### src/rtl/afw_pkg.sv
// afw_pkg: types, constants and register codes for the aspect fit window calculator
// used by aspect_fit_window_calc; no dependencies
`default_nettype none

package afw_pkg;

    // field widths
    localparam int DIM_W = 12;
    localparam int OFS_W = 11;
    localparam int PROD_W = 2 * DIM_W;

    // divider: quotient bits resolved per pipeline stage
    localparam int DIV_BITS = 2;
    localparam int DIV_STAGES = DIM_W / DIV_BITS;
    // prep, product, divider setup, divider stages, output
    localparam int NSTG = DIV_STAGES + 4;

    // stream payload widths, padded to whole bytes
    localparam int IN_TDATA_W = 40;
    localparam int OUT_TDATA_W = 72;

    // configuration port
    localparam int APB_AW = 3;
    localparam int APB_DW = 32;
    localparam logic [DIM_W-1:0] PANEL_W_RST = 12'd1920;
    localparam logic [DIM_W-1:0] PANEL_H_RST = 12'd1080;

    typedef enum logic [0:0] {
        REG_PANEL_W = 1'b0,
        REG_PANEL_H = 1'b1
    } t_reg_idx;

    // fit modes, anything else is auto
    localparam logic [2:0] MODE_ORIG = 3'd2;
    localparam logic [2:0] MODE_4_3 = 3'd3;
    localparam logic [2:0] MODE_16_9 = 3'd4;
    localparam logic [2:0] MODE_221 = 3'd5;

    // sequence header aspect codes
    localparam logic [3:0] ASP_4_3 = 4'd2;
    localparam logic [3:0] ASP_16_9 = 4'd3;
    localparam logic [3:0] ASP_221 = 4'd4;

    // ratios scaled by 900
    localparam logic [DIM_W-1:0] RATIO_UNIT = 12'd900;
    localparam logic [DIM_W-1:0] RATIO_4_3 = 12'd1200;
    localparam logic [DIM_W-1:0] RATIO_16_9 = 12'd1600;
    localparam logic [DIM_W-1:0] RATIO_221 = 12'd1989;

    // source size special cases
    localparam logic [DIM_W-1:0] MIN_W = 12'd16;
    localparam logic [DIM_W-1:0] MIN_H = 12'd9;
    localparam logic [DIM_W-1:0] HD_W = 12'd1920;
    localparam logic [DIM_W-1:0] HD_H_CODED = 12'd1088;
    localparam logic [DIM_W-1:0] HD_H = 12'd1080;
    localparam logic [DIM_W-1:0] PAL_W = 12'd720;
    localparam logic [DIM_W-1:0] PAL_H = 12'd576;
    localparam logic [DIM_W-1:0] PAL_4_3_W = 12'd768;

    typedef struct packed {
        logic [DIM_W-1:0] iw;
        logic [DIM_W-1:0] ih;
        logic             orig;
        logic [DIM_W-1:0] w;
        logic [DIM_W-1:0] h;
    } t_prep;

    typedef struct packed {
        logic [DIM_W-1:0]  iw;
        logic [DIM_W-1:0]  ih;
        logic              orig;
        logic [DIM_W-1:0]  w;
        logic [DIM_W-1:0]  h;
        logic [PROD_W-1:0] wph;   // w * panel_height
        logic [PROD_W-1:0] pwh;   // panel_width * h
    } t_prod;

    typedef struct packed {
        logic [DIM_W-1:0] iw;
        logic [DIM_W-1:0] ih;
        logic             orig;
        logic             wide;   // width fills the panel
        logic [DIM_W-1:0] rem;
        logic [DIM_W-1:0] num;    // dividend bits not yet shifted in
        logic [DIM_W-1:0] den;
        logic [DIM_W-1:0] q;
    } t_div;

    typedef struct packed {
        logic [DIM_W-1:0] out_h;
        logic [DIM_W-1:0] out_w;
        logic [OFS_W-1:0] out_y;
        logic [OFS_W-1:0] out_x;
        logic [DIM_W-1:0] src_h;
        logic [DIM_W-1:0] src_w;
    } t_res;

endpackage

`default_nettype wire

### src/rtl/aspect_fit_window_calc.sv
// aspect_fit_window_calc: letterbox / pillarbox window fit, top level
// the input beat passes the prep, product, divider setup, divider and output
// stage registers to the result beat; throughput: one beat per cycle, each
// stage fed every cycle, while the output is not stalled; the restoring
// divider resolves two quotient bits per stage over six stages; i_rst_n is
// synchronous, active low: clears all stage valid bits and loads the panel
// registers with 1920x1080; payload registers are not reset; depends on afw_pkg
`default_nettype none

module aspect_fit_window_calc
    import afw_pkg::*;
(
    input  wire logic                   i_clk,
    input  wire logic                   i_rst_n,

    // apb configuration port
    input  wire logic                   psel,
    input  wire logic                   penable,
    input  wire logic                   pwrite,
    input  wire logic [APB_AW-1:0]      paddr,
    input  wire logic [APB_DW-1:0]      pwdata,
    output logic      [APB_DW-1:0]      prdata,
    output logic                        pready,

    // request stream
    input  wire logic                   i_s_tvalid,
    output logic                        o_s_tready,
    // in_width[11:0], in_height[23:12], fit_mode[26:24], aspect_byte[34:27], zero pad
    input  wire logic [IN_TDATA_W-1:0]  i_s_tdata,

    // result stream
    output logic                        o_m_tvalid,
    input  wire logic                   i_m_tready,
    // src_width[11:0], src_height[23:12], out_x[34:24], out_y[45:35],
    // out_width[57:46], out_height[69:58], zero pad
    output logic      [OUT_TDATA_W-1:0] o_m_tdata
);

    // ------------------------------------------------------------------
    // panel registers
    // ------------------------------------------------------------------
    logic [DIM_W-1:0] r_pw;
    logic [DIM_W-1:0] r_ph;
    logic             cfg_wr;
    t_reg_idx         cfg_idx;

    assign pready = 1'b1;
    assign cfg_wr = psel & penable & pwrite & pready;
    // registers sit at word addresses, byte lanes below are ignored
    assign cfg_idx = t_reg_idx'(paddr[2]);

    always_ff @(posedge i_clk) begin
        if (!i_rst_n) begin
            r_pw <= PANEL_W_RST;
            r_ph <= PANEL_H_RST;
        end else if (cfg_wr) begin
            unique case (cfg_idx)
                REG_PANEL_W: r_pw <= pwdata[DIM_W-1:0];
                REG_PANEL_H: r_ph <= pwdata[DIM_W-1:0];
                default: ;
            endcase
        end
    end

    always_comb begin
        prdata = '0;
        unique case (cfg_idx)
            REG_PANEL_W: prdata = {{(APB_DW-DIM_W){1'b0}}, r_pw};
            REG_PANEL_H: prdata = {{(APB_DW-DIM_W){1'b0}}, r_ph};
            default: prdata = '0;
        endcase
    end

    // ------------------------------------------------------------------
    // stage flow control: a stage loads when it is empty or its
    // contents move on, so bubbles collapse under a stalled output
    // ------------------------------------------------------------------
    logic [NSTG-1:0] r_v;
    logic [NSTG-1:0] en;

    always_comb begin
        en[NSTG-1] = !r_v[NSTG-1] || i_m_tready;
        for (int k = NSTG - 2; k >= 0; k--) begin
            en[k] = !r_v[k] || en[k+1];
        end
    end

    assign o_s_tready = en[0];

    always_ff @(posedge i_clk) begin
        if (!i_rst_n) begin
            r_v <= '0;
        end else begin
            if (en[0]) begin
                r_v[0] <= i_s_tvalid;
            end
            for (int k = 1; k < NSTG; k++) begin
                if (en[k]) begin
                    r_v[k] <= r_v[k-1];
                end
            end
        end
    end

    // ------------------------------------------------------------------
    // stage 0: clamp the source, pick the target ratio w:h
    // ------------------------------------------------------------------
    logic [DIM_W-1:0] in_w;
    logic [DIM_W-1:0] in_h;
    logic [2:0]       in_mode;
    logic [3:0]       in_code;
    logic [DIM_W-1:0] iw_c;
    logic [DIM_W-1:0] ih_c;
    t_prep            n_prep;
    t_prep            r_prep;

    assign in_w    = i_s_tdata[11:0];
    assign in_h    = i_s_tdata[23:12];
    assign in_mode = i_s_tdata[26:24];
    assign in_code = i_s_tdata[34:31];   // upper nibble of aspect_byte

    always_comb begin
        iw_c = (in_w < MIN_W) ? MIN_W : in_w;
        ih_c = (in_h < MIN_H) ? MIN_H : in_h;
        // coded 1088-line hd is shown as 1080 lines
        if (iw_c == HD_W && ih_c == HD_H_CODED) begin
            ih_c = HD_H;
        end

        n_prep.orig = (in_mode == MODE_ORIG);
        // original mode crops the source to the panel
        n_prep.iw = (n_prep.orig && iw_c > r_pw) ? r_pw : iw_c;
        n_prep.ih = (n_prep.orig && ih_c > r_ph) ? r_ph : ih_c;

        n_prep.w = iw_c;
        n_prep.h = ih_c;
        case (in_mode)
            MODE_4_3: begin
                n_prep.w = RATIO_4_3;
                n_prep.h = RATIO_UNIT;
            end
            MODE_16_9: begin
                n_prep.w = RATIO_16_9;
                n_prep.h = RATIO_UNIT;
            end
            MODE_221: begin
                n_prep.w = RATIO_221;
                n_prep.h = RATIO_UNIT;
            end
            default: begin
                // auto: header aspect code, else pal as 4:3, else pixel size
                case (in_code)
                    ASP_4_3: begin
                        n_prep.w = RATIO_4_3;
                        n_prep.h = RATIO_UNIT;
                    end
                    ASP_16_9: begin
                        n_prep.w = RATIO_16_9;
                        n_prep.h = RATIO_UNIT;
                    end
                    ASP_221: begin
                        n_prep.w = RATIO_221;
                        n_prep.h = RATIO_UNIT;
                    end
                    default: begin
                        if (iw_c == PAL_W && ih_c == PAL_H) begin
                            n_prep.w = PAL_4_3_W;
                        end
                    end
                endcase
            end
        endcase
    end

    always_ff @(posedge i_clk) begin
        if (en[0]) begin
            r_prep <= n_prep;
        end
    end

    // ------------------------------------------------------------------
    // stage 1: cross products w*ph and pw*h
    // ------------------------------------------------------------------
    t_prod n_prod;
    t_prod r_prod;

    always_comb begin
        n_prod.iw   = r_prep.iw;
        n_prod.ih   = r_prep.ih;
        n_prod.orig = r_prep.orig;
        n_prod.w    = r_prep.w;
        n_prod.h    = r_prep.h;
        n_prod.wph  = {{DIM_W{1'b0}}, r_prep.w} * {{DIM_W{1'b0}}, r_ph};
        n_prod.pwh  = {{DIM_W{1'b0}}, r_pw} * {{DIM_W{1'b0}}, r_prep.h};
    end

    always_ff @(posedge i_clk) begin
        if (en[1]) begin
            r_prod <= n_prod;
        end
    end

    // ------------------------------------------------------------------
    // stage 2: compare and set up the division
    // wider target: out_height = pw*h / w, else out_width = ph*w / h;
    // the quotient never exceeds 12 bits, so the top half of the
    // dividend is already below the divisor
    // ------------------------------------------------------------------
    t_div              r_d [DIV_STAGES+1];
    t_div              n_d0;
    logic [PROD_W-1:0] dvd;

    always_comb begin
        n_d0.iw   = r_prod.iw;
        n_d0.ih   = r_prod.ih;
        n_d0.orig = r_prod.orig;
        n_d0.wide = (r_prod.wph > r_prod.pwh);
        dvd       = n_d0.wide ? r_prod.pwh : r_prod.wph;
        n_d0.den  = n_d0.wide ? r_prod.w : r_prod.h;
        n_d0.rem  = dvd[PROD_W-1:DIM_W];
        n_d0.num  = dvd[DIM_W-1:0];
        n_d0.q    = '0;
    end

    always_ff @(posedge i_clk) begin
        if (en[2]) begin
            r_d[0] <= n_d0;
        end
    end

    // ------------------------------------------------------------------
    // stages 3..8: restoring divider, two quotient bits per stage
    // ------------------------------------------------------------------
    function automatic t_div div_stage(input t_div d_in);
        t_div          d;
        logic [DIM_W:0] t;
        logic [DIM_W:0] diff;
        d = d_in;
        for (int j = 0; j < DIV_BITS; j++) begin
            t     = {d.rem, d.num[DIM_W-1]};
            diff  = t - {1'b0, d.den};
            d.num = {d.num[DIM_W-2:0], 1'b0};
            if (t >= {1'b0, d.den}) begin
                d.rem = diff[DIM_W-1:0];
                d.q   = {d.q[DIM_W-2:0], 1'b1};
            end else begin
                d.rem = t[DIM_W-1:0];
                d.q   = {d.q[DIM_W-2:0], 1'b0};
            end
        end
        return d;
    endfunction

    for (genvar g = 1; g <= DIV_STAGES; g++) begin : g_div
        always_ff @(posedge i_clk) begin
            if (en[g+2]) begin
                r_d[g] <= div_stage(r_d[g-1]);
            end
        end
    end

    // ------------------------------------------------------------------
    // stage 9: pick the window, clamp to the panel, centre
    // ------------------------------------------------------------------
    t_div             d_last;
    t_res             n_res;
    t_res             r_res;
    logic [DIM_W-1:0] ow;
    logic [DIM_W-1:0] oh;
    logic [DIM_W-1:0] gap_w;
    logic [DIM_W-1:0] gap_h;

    assign d_last = r_d[DIV_STAGES];

    always_comb begin
        if (d_last.orig) begin
            ow = d_last.iw;
            oh = d_last.ih;
        end else if (d_last.wide) begin
            ow = r_pw;
            oh = d_last.q;
        end else begin
            ow = d_last.q;
            oh = r_ph;
        end
        if (ow > r_pw) begin
            ow = r_pw;
        end
        if (oh > r_ph) begin
            oh = r_ph;
        end
        gap_w       = r_pw - ow;
        gap_h       = r_ph - oh;
        n_res.src_w = d_last.iw;
        n_res.src_h = d_last.ih;
        n_res.out_x = gap_w[DIM_W-1:1];
        n_res.out_y = gap_h[DIM_W-1:1];
        n_res.out_w = ow;
        n_res.out_h = oh;
    end

    always_ff @(posedge i_clk) begin
        if (en[NSTG-1]) begin
            r_res <= n_res;
        end
    end

    assign o_m_tvalid = r_v[NSTG-1];
    assign o_m_tdata  = {{(OUT_TDATA_W - $bits(t_res)){1'b0}}, r_res};

`ifndef SYNTHESIS
    // a refused beat means every stage holds an item
    a_full_when_stalled: assert property (@(posedge i_clk) disable iff (!i_rst_n)
        !o_s_tready |-> (&r_v))
        else $error("input stalled with an empty stage");

    // the dividend's top half must be below the divisor
    a_div_entry: assert property (@(posedge i_clk) disable iff (!i_rst_n)
        r_v[2] |-> (r_d[0].rem < r_d[0].den))
        else $error("quotient does not fit in the divider");

    a_div_exit: assert property (@(posedge i_clk) disable iff (!i_rst_n)
        r_v[NSTG-2] |-> (r_d[DIV_STAGES].rem < r_d[DIV_STAGES].den))
        else $error("divider remainder not reduced");

    a_win_w: assert property (@(posedge i_clk) disable iff (!i_rst_n)
        o_m_tvalid |-> (r_res.out_w <= r_pw))
        else $error("window wider than panel");

    a_win_h: assert property (@(posedge i_clk) disable iff (!i_rst_n)
        o_m_tvalid |-> (r_res.out_h <= r_ph))
        else $error("window taller than panel");
`endif

endmodule

`default_nettype wire
### config.mk
export PLATFORM = sky130hd
export DESIGN_NAME = aspect_fit_window_calc
export DESIGN_NICKNAME = d
export VERILOG_FILES = /design/src/rtl/afw_pkg.sv /design/src/rtl/aspect_fit_window_calc.sv
export SDC_FILE = /design/constraint.sdc
export NUM_CORES = 2
export LEC_CHECK = 0
export BUFFER_PORTS_ARGS = -buffer_cell sky130_fd_sc_hd__buf_2
export CORE_MARGIN = 2
export CORE_UTILIZATION = 60
export CTS_CLUSTER_DIAMETER = 100
export DETAILED_ROUTE_END_ITERATION = 10
export GPL_TIMING_DRIVEN = 0
export HOLD_SLACK_MARGIN = 0.1
export PLACE_DENSITY_LB_ADDON = 0.1
export SETUP_SLACK_MARGIN = 0.1
export SLEW_MARGIN = 20
export SYNTH_ARGS = -nofsm -noshare
export SYNTH_HDL_FRONTEND = slang
export SYNTH_SLANG_ARGS = --single-unit
export TNS_END_PERCENT = 50
### constraint.sdc
create_clock -name i_clk -period 7.7 [get_ports i_clk]
set_input_delay 1.54 -clock i_clk [delete_from_list [all_inputs] [get_ports i_clk]]
set_output_delay 1.54 -clock i_clk [all_outputs]
set_load 0.02 [all_outputs]
==> metrics.txt <==
CTS Root Cell=clkbuf_16; post-route setup TNS=0 ns; H-Tree Depth=3; arrival time worst endpoint=between 7 and 8 ns; Hold Crit Class=flop to flop; Critical Path RT=8.08 ns; # Max-Cap Violations=0; LEAKAGE=approximately 20 nW; initial DRC count=~2400; gpl congestion=between 0.9 and 1; period utilization=between 90% and 100%; filler instances=~5300; crit end category=flop; Worst Setup Start Kind=flop; # nets final=between 4000 and 5000; PortBufs=130; critical path type=flop to flop; RSZ-0062 raised after global routing=false; syn avg cell area=roughly 11 µm²; register area share after synthesis=46.4%; I/O pin total=between 150 and 200; Setup Viol. Count Final=0; layout cell share with drive strength beyond 1=between 10% and 20%; Pre-antenna DRT Iters=6; hold path depth=0; EDFF count, synth=roughly 630; number of cell rows=96; Peak Freq=about 0.14 GHz; Num Clock Sinks=660; vias per cell=about 5.6; first-pass GRT wire length=around 150000 µm; clk_lat worst skew=slightly above 0.6 ns; Residual DRC=0; via count=~28000; Async SR Flop Fraction=0%; top-area cell type share of the netlist area=around 45%; drt total wl=~98000 µm; Resize count post-CTS=0; most frequent cells in the layout=edfxtp_1 (626), inv_1 (503), nand2_1 (375), ha_1 (360), fa_1 (213); DP HPWL=76800 µm; mapped cell area=between 40000 and 50000 µm²; die area=around 72000 µm²; Final Hold Fails=0; placeable core area=68900 µm²; CTS tree=yes; Distinct cells, synth=between 70 and 80; post-CTS setup repair buffer count=0; number of nets still failing antenna checks after routing=0; # diodes=0; clk_skew=between 0.03 and 0.04 ns; synth warn=0; Worst Hold Slack=between 0.3 and 0.4 ns; Slew Viols, Final=0; Initial Utilization=60.9%; Syn-to-layout area delta=10.6%; Worst Tran Pin Value=about 1.2 ns; largest cells by area after synthesis=edfxtp_1 (45%), ha_1 (11%), fa_1 (10%), inv_1 (4.5%), nand2_1 (3.4%); WL/cell=around 20 µm; total global routing overflow=0; Clock Tree Buf Depth=3; Relative slew margins=a little under a fifth; Synth Instances=~3700; CTS Hold Bufs=0; clk slew on worst S/H paths=~0.070 ns; worst vdd ir=~0.00058 V; most common cell after layout, fill and taps aside=edfxtp_1; Crit Path Max Fanout=10; R2R depth=20; total track usage=roughly 28%; Synth Flop Type=edfxtp_1; initial antenna violation count=4; largest net degree at the start of global routing=between 50 and 60; power per cell area=around 530 nW/µm²; Die Ht=269 µm; register bit count reported by yosys=between 600 and 700; dominant cell type by area after synthesis=edfxtp_1; Die X=~270 µm; Tmin final=between 7 and 8 ns; CTS Buf Count=72; vias in the first global route=26800; outcome=complete, no violations
-- where the power goes --
part           leakage (nW)  switching [mW]  internal [mW]
Clock                  1.09            1.41           1.88
Combinational          12.5            7.89           7.02
Sequential             7.01           0.567           5.67
-- sequential cells by signal, summed over array words and instances (netlist names) --
register / count
n_prod: 49
r_prod: 72
r_v: 10
n_d0: 25
r_d: 410
r_ph: 12
r_pw: 12
o_m_tdata: 70
-- Yosys cell counts (5+ instances only) --
library cell	instances
edfxtp_1	626
inv_1	508
nand2_1	379
ha_1	360
fa_1	213
a21oi_1	147
nor2_1	141
o21ai_0	137
mux2_2	123
and2_1	117
xnor2_1	113
clkbuf_1	104
a21o_1	74
mux2i_1	51
nor3_1	50
nor2b_1	47
nand4_1	39
dfxtp_1	34
nand2b_1	34
o21a_1	33
a21boi_0	32
nand3_1	30
xor2_1	27
buf_4	24
and3_1	20
o211ai_1	17
a31oi_1	16
o21bai_1	15
a211oi_1	11
mux2_1	10
or2_2	10
nor4_1	9
mux2_4	7
o31ai_1	7
a221oi_1	6
nand3b_1	6
a211o_1	5
buf_2	5
o2111ai_1	5
o31a_1	5
or3_1	5
-- path summary, 6_finish.rpt --
path                                 start         end  slack, ns
worst min register to register  r_d[5][72]  r_d[6][72]       0.39
worst min-delay path            r_d[5][72]  r_d[6][72]       0.39
worst max register to register     r_ph[5]  r_prod[47]       0.62
worst max-delay path               r_ph[5]  r_prod[47]       0.62
-- critical path, stage by stage, from the launching register on --
cell,delay (ns)
dfxtp_1,0.42
clkbuf_1,0.63
clkbuf_1,0.49
nand2_1,0.13
fa_1,0.53
fa_1,0.45
fa_1,0.55
inv_1,0.06
fa_1,0.48
inv_1,0.06
fa_1,0.52
inv_1,0.04
ha_1,0.33
a21oi_1,0.22
nand2_1,0.07
o21ai_0,0.42
o21ai_0,0.27
a31oi_1,0.49
o311ai_0,0.23
a21oi_1,0.21
xnor2_1,0.21
-- stage by stage --
step	util, %	instances	total power [mW]	area (µm²)	setup slack (ns)
3_5_place_dp	64.1	4755	21.1	44200	0.833
3_3_place_gp	63.6	4745	20.9	43900	-1.85
5_1_grt	67.4	4882	26.5	46500	0.261
2_1_floorplan	-	3684	17.9	42100	0.762
4_1_cts	67.4	4882	24.5	46400	0.753
6_report	67.4	4882	24.4	46500	0.621
-- cells by family after synthesis --
group                      after synthesis  share of synthesized area, %
AOI/OAI and AO/OA                      555                          8.62
xor gates and xnor gates               140                          2.92
adders and majority gates              573                          20.9
buffers and inverters                  645                          6.03
DFF                                    660                          46.4
muxes                                  191                          5.03
other                                    2                        0.0179
and+or+nand+nor                        897                          10.1
-- layer usage --
layer | vias up | track usage [%] | routed length, µm | share of wire [%]
met5 | - | 0 | 13 | 0.013
met2 | 854 | 44.6 | 45800 | 47
met4 | 2 | 9.70 | 3270 | 3.3
met3 | 198 | 4.97 | 7350 | 7.5
met1 | 13400 | 38.0 | 41800 | 43
li1 | 13100 | - | - | -
-- area by class of cell --
cell class	count	area, µm²	area share (%)
clock buffers	88	1870	4.03
multi-input cells	2379	20100	43.3
flip-flops and latches	660	19500	41.9
inverters	508	1920	4.13
well taps	931	1160	2.51
repair buffers	140	918	1.98
clock inverters	39	375	0.808
plain buffers	137	627	1.35
Note: power is estimated with default switching activity, not from simulation.
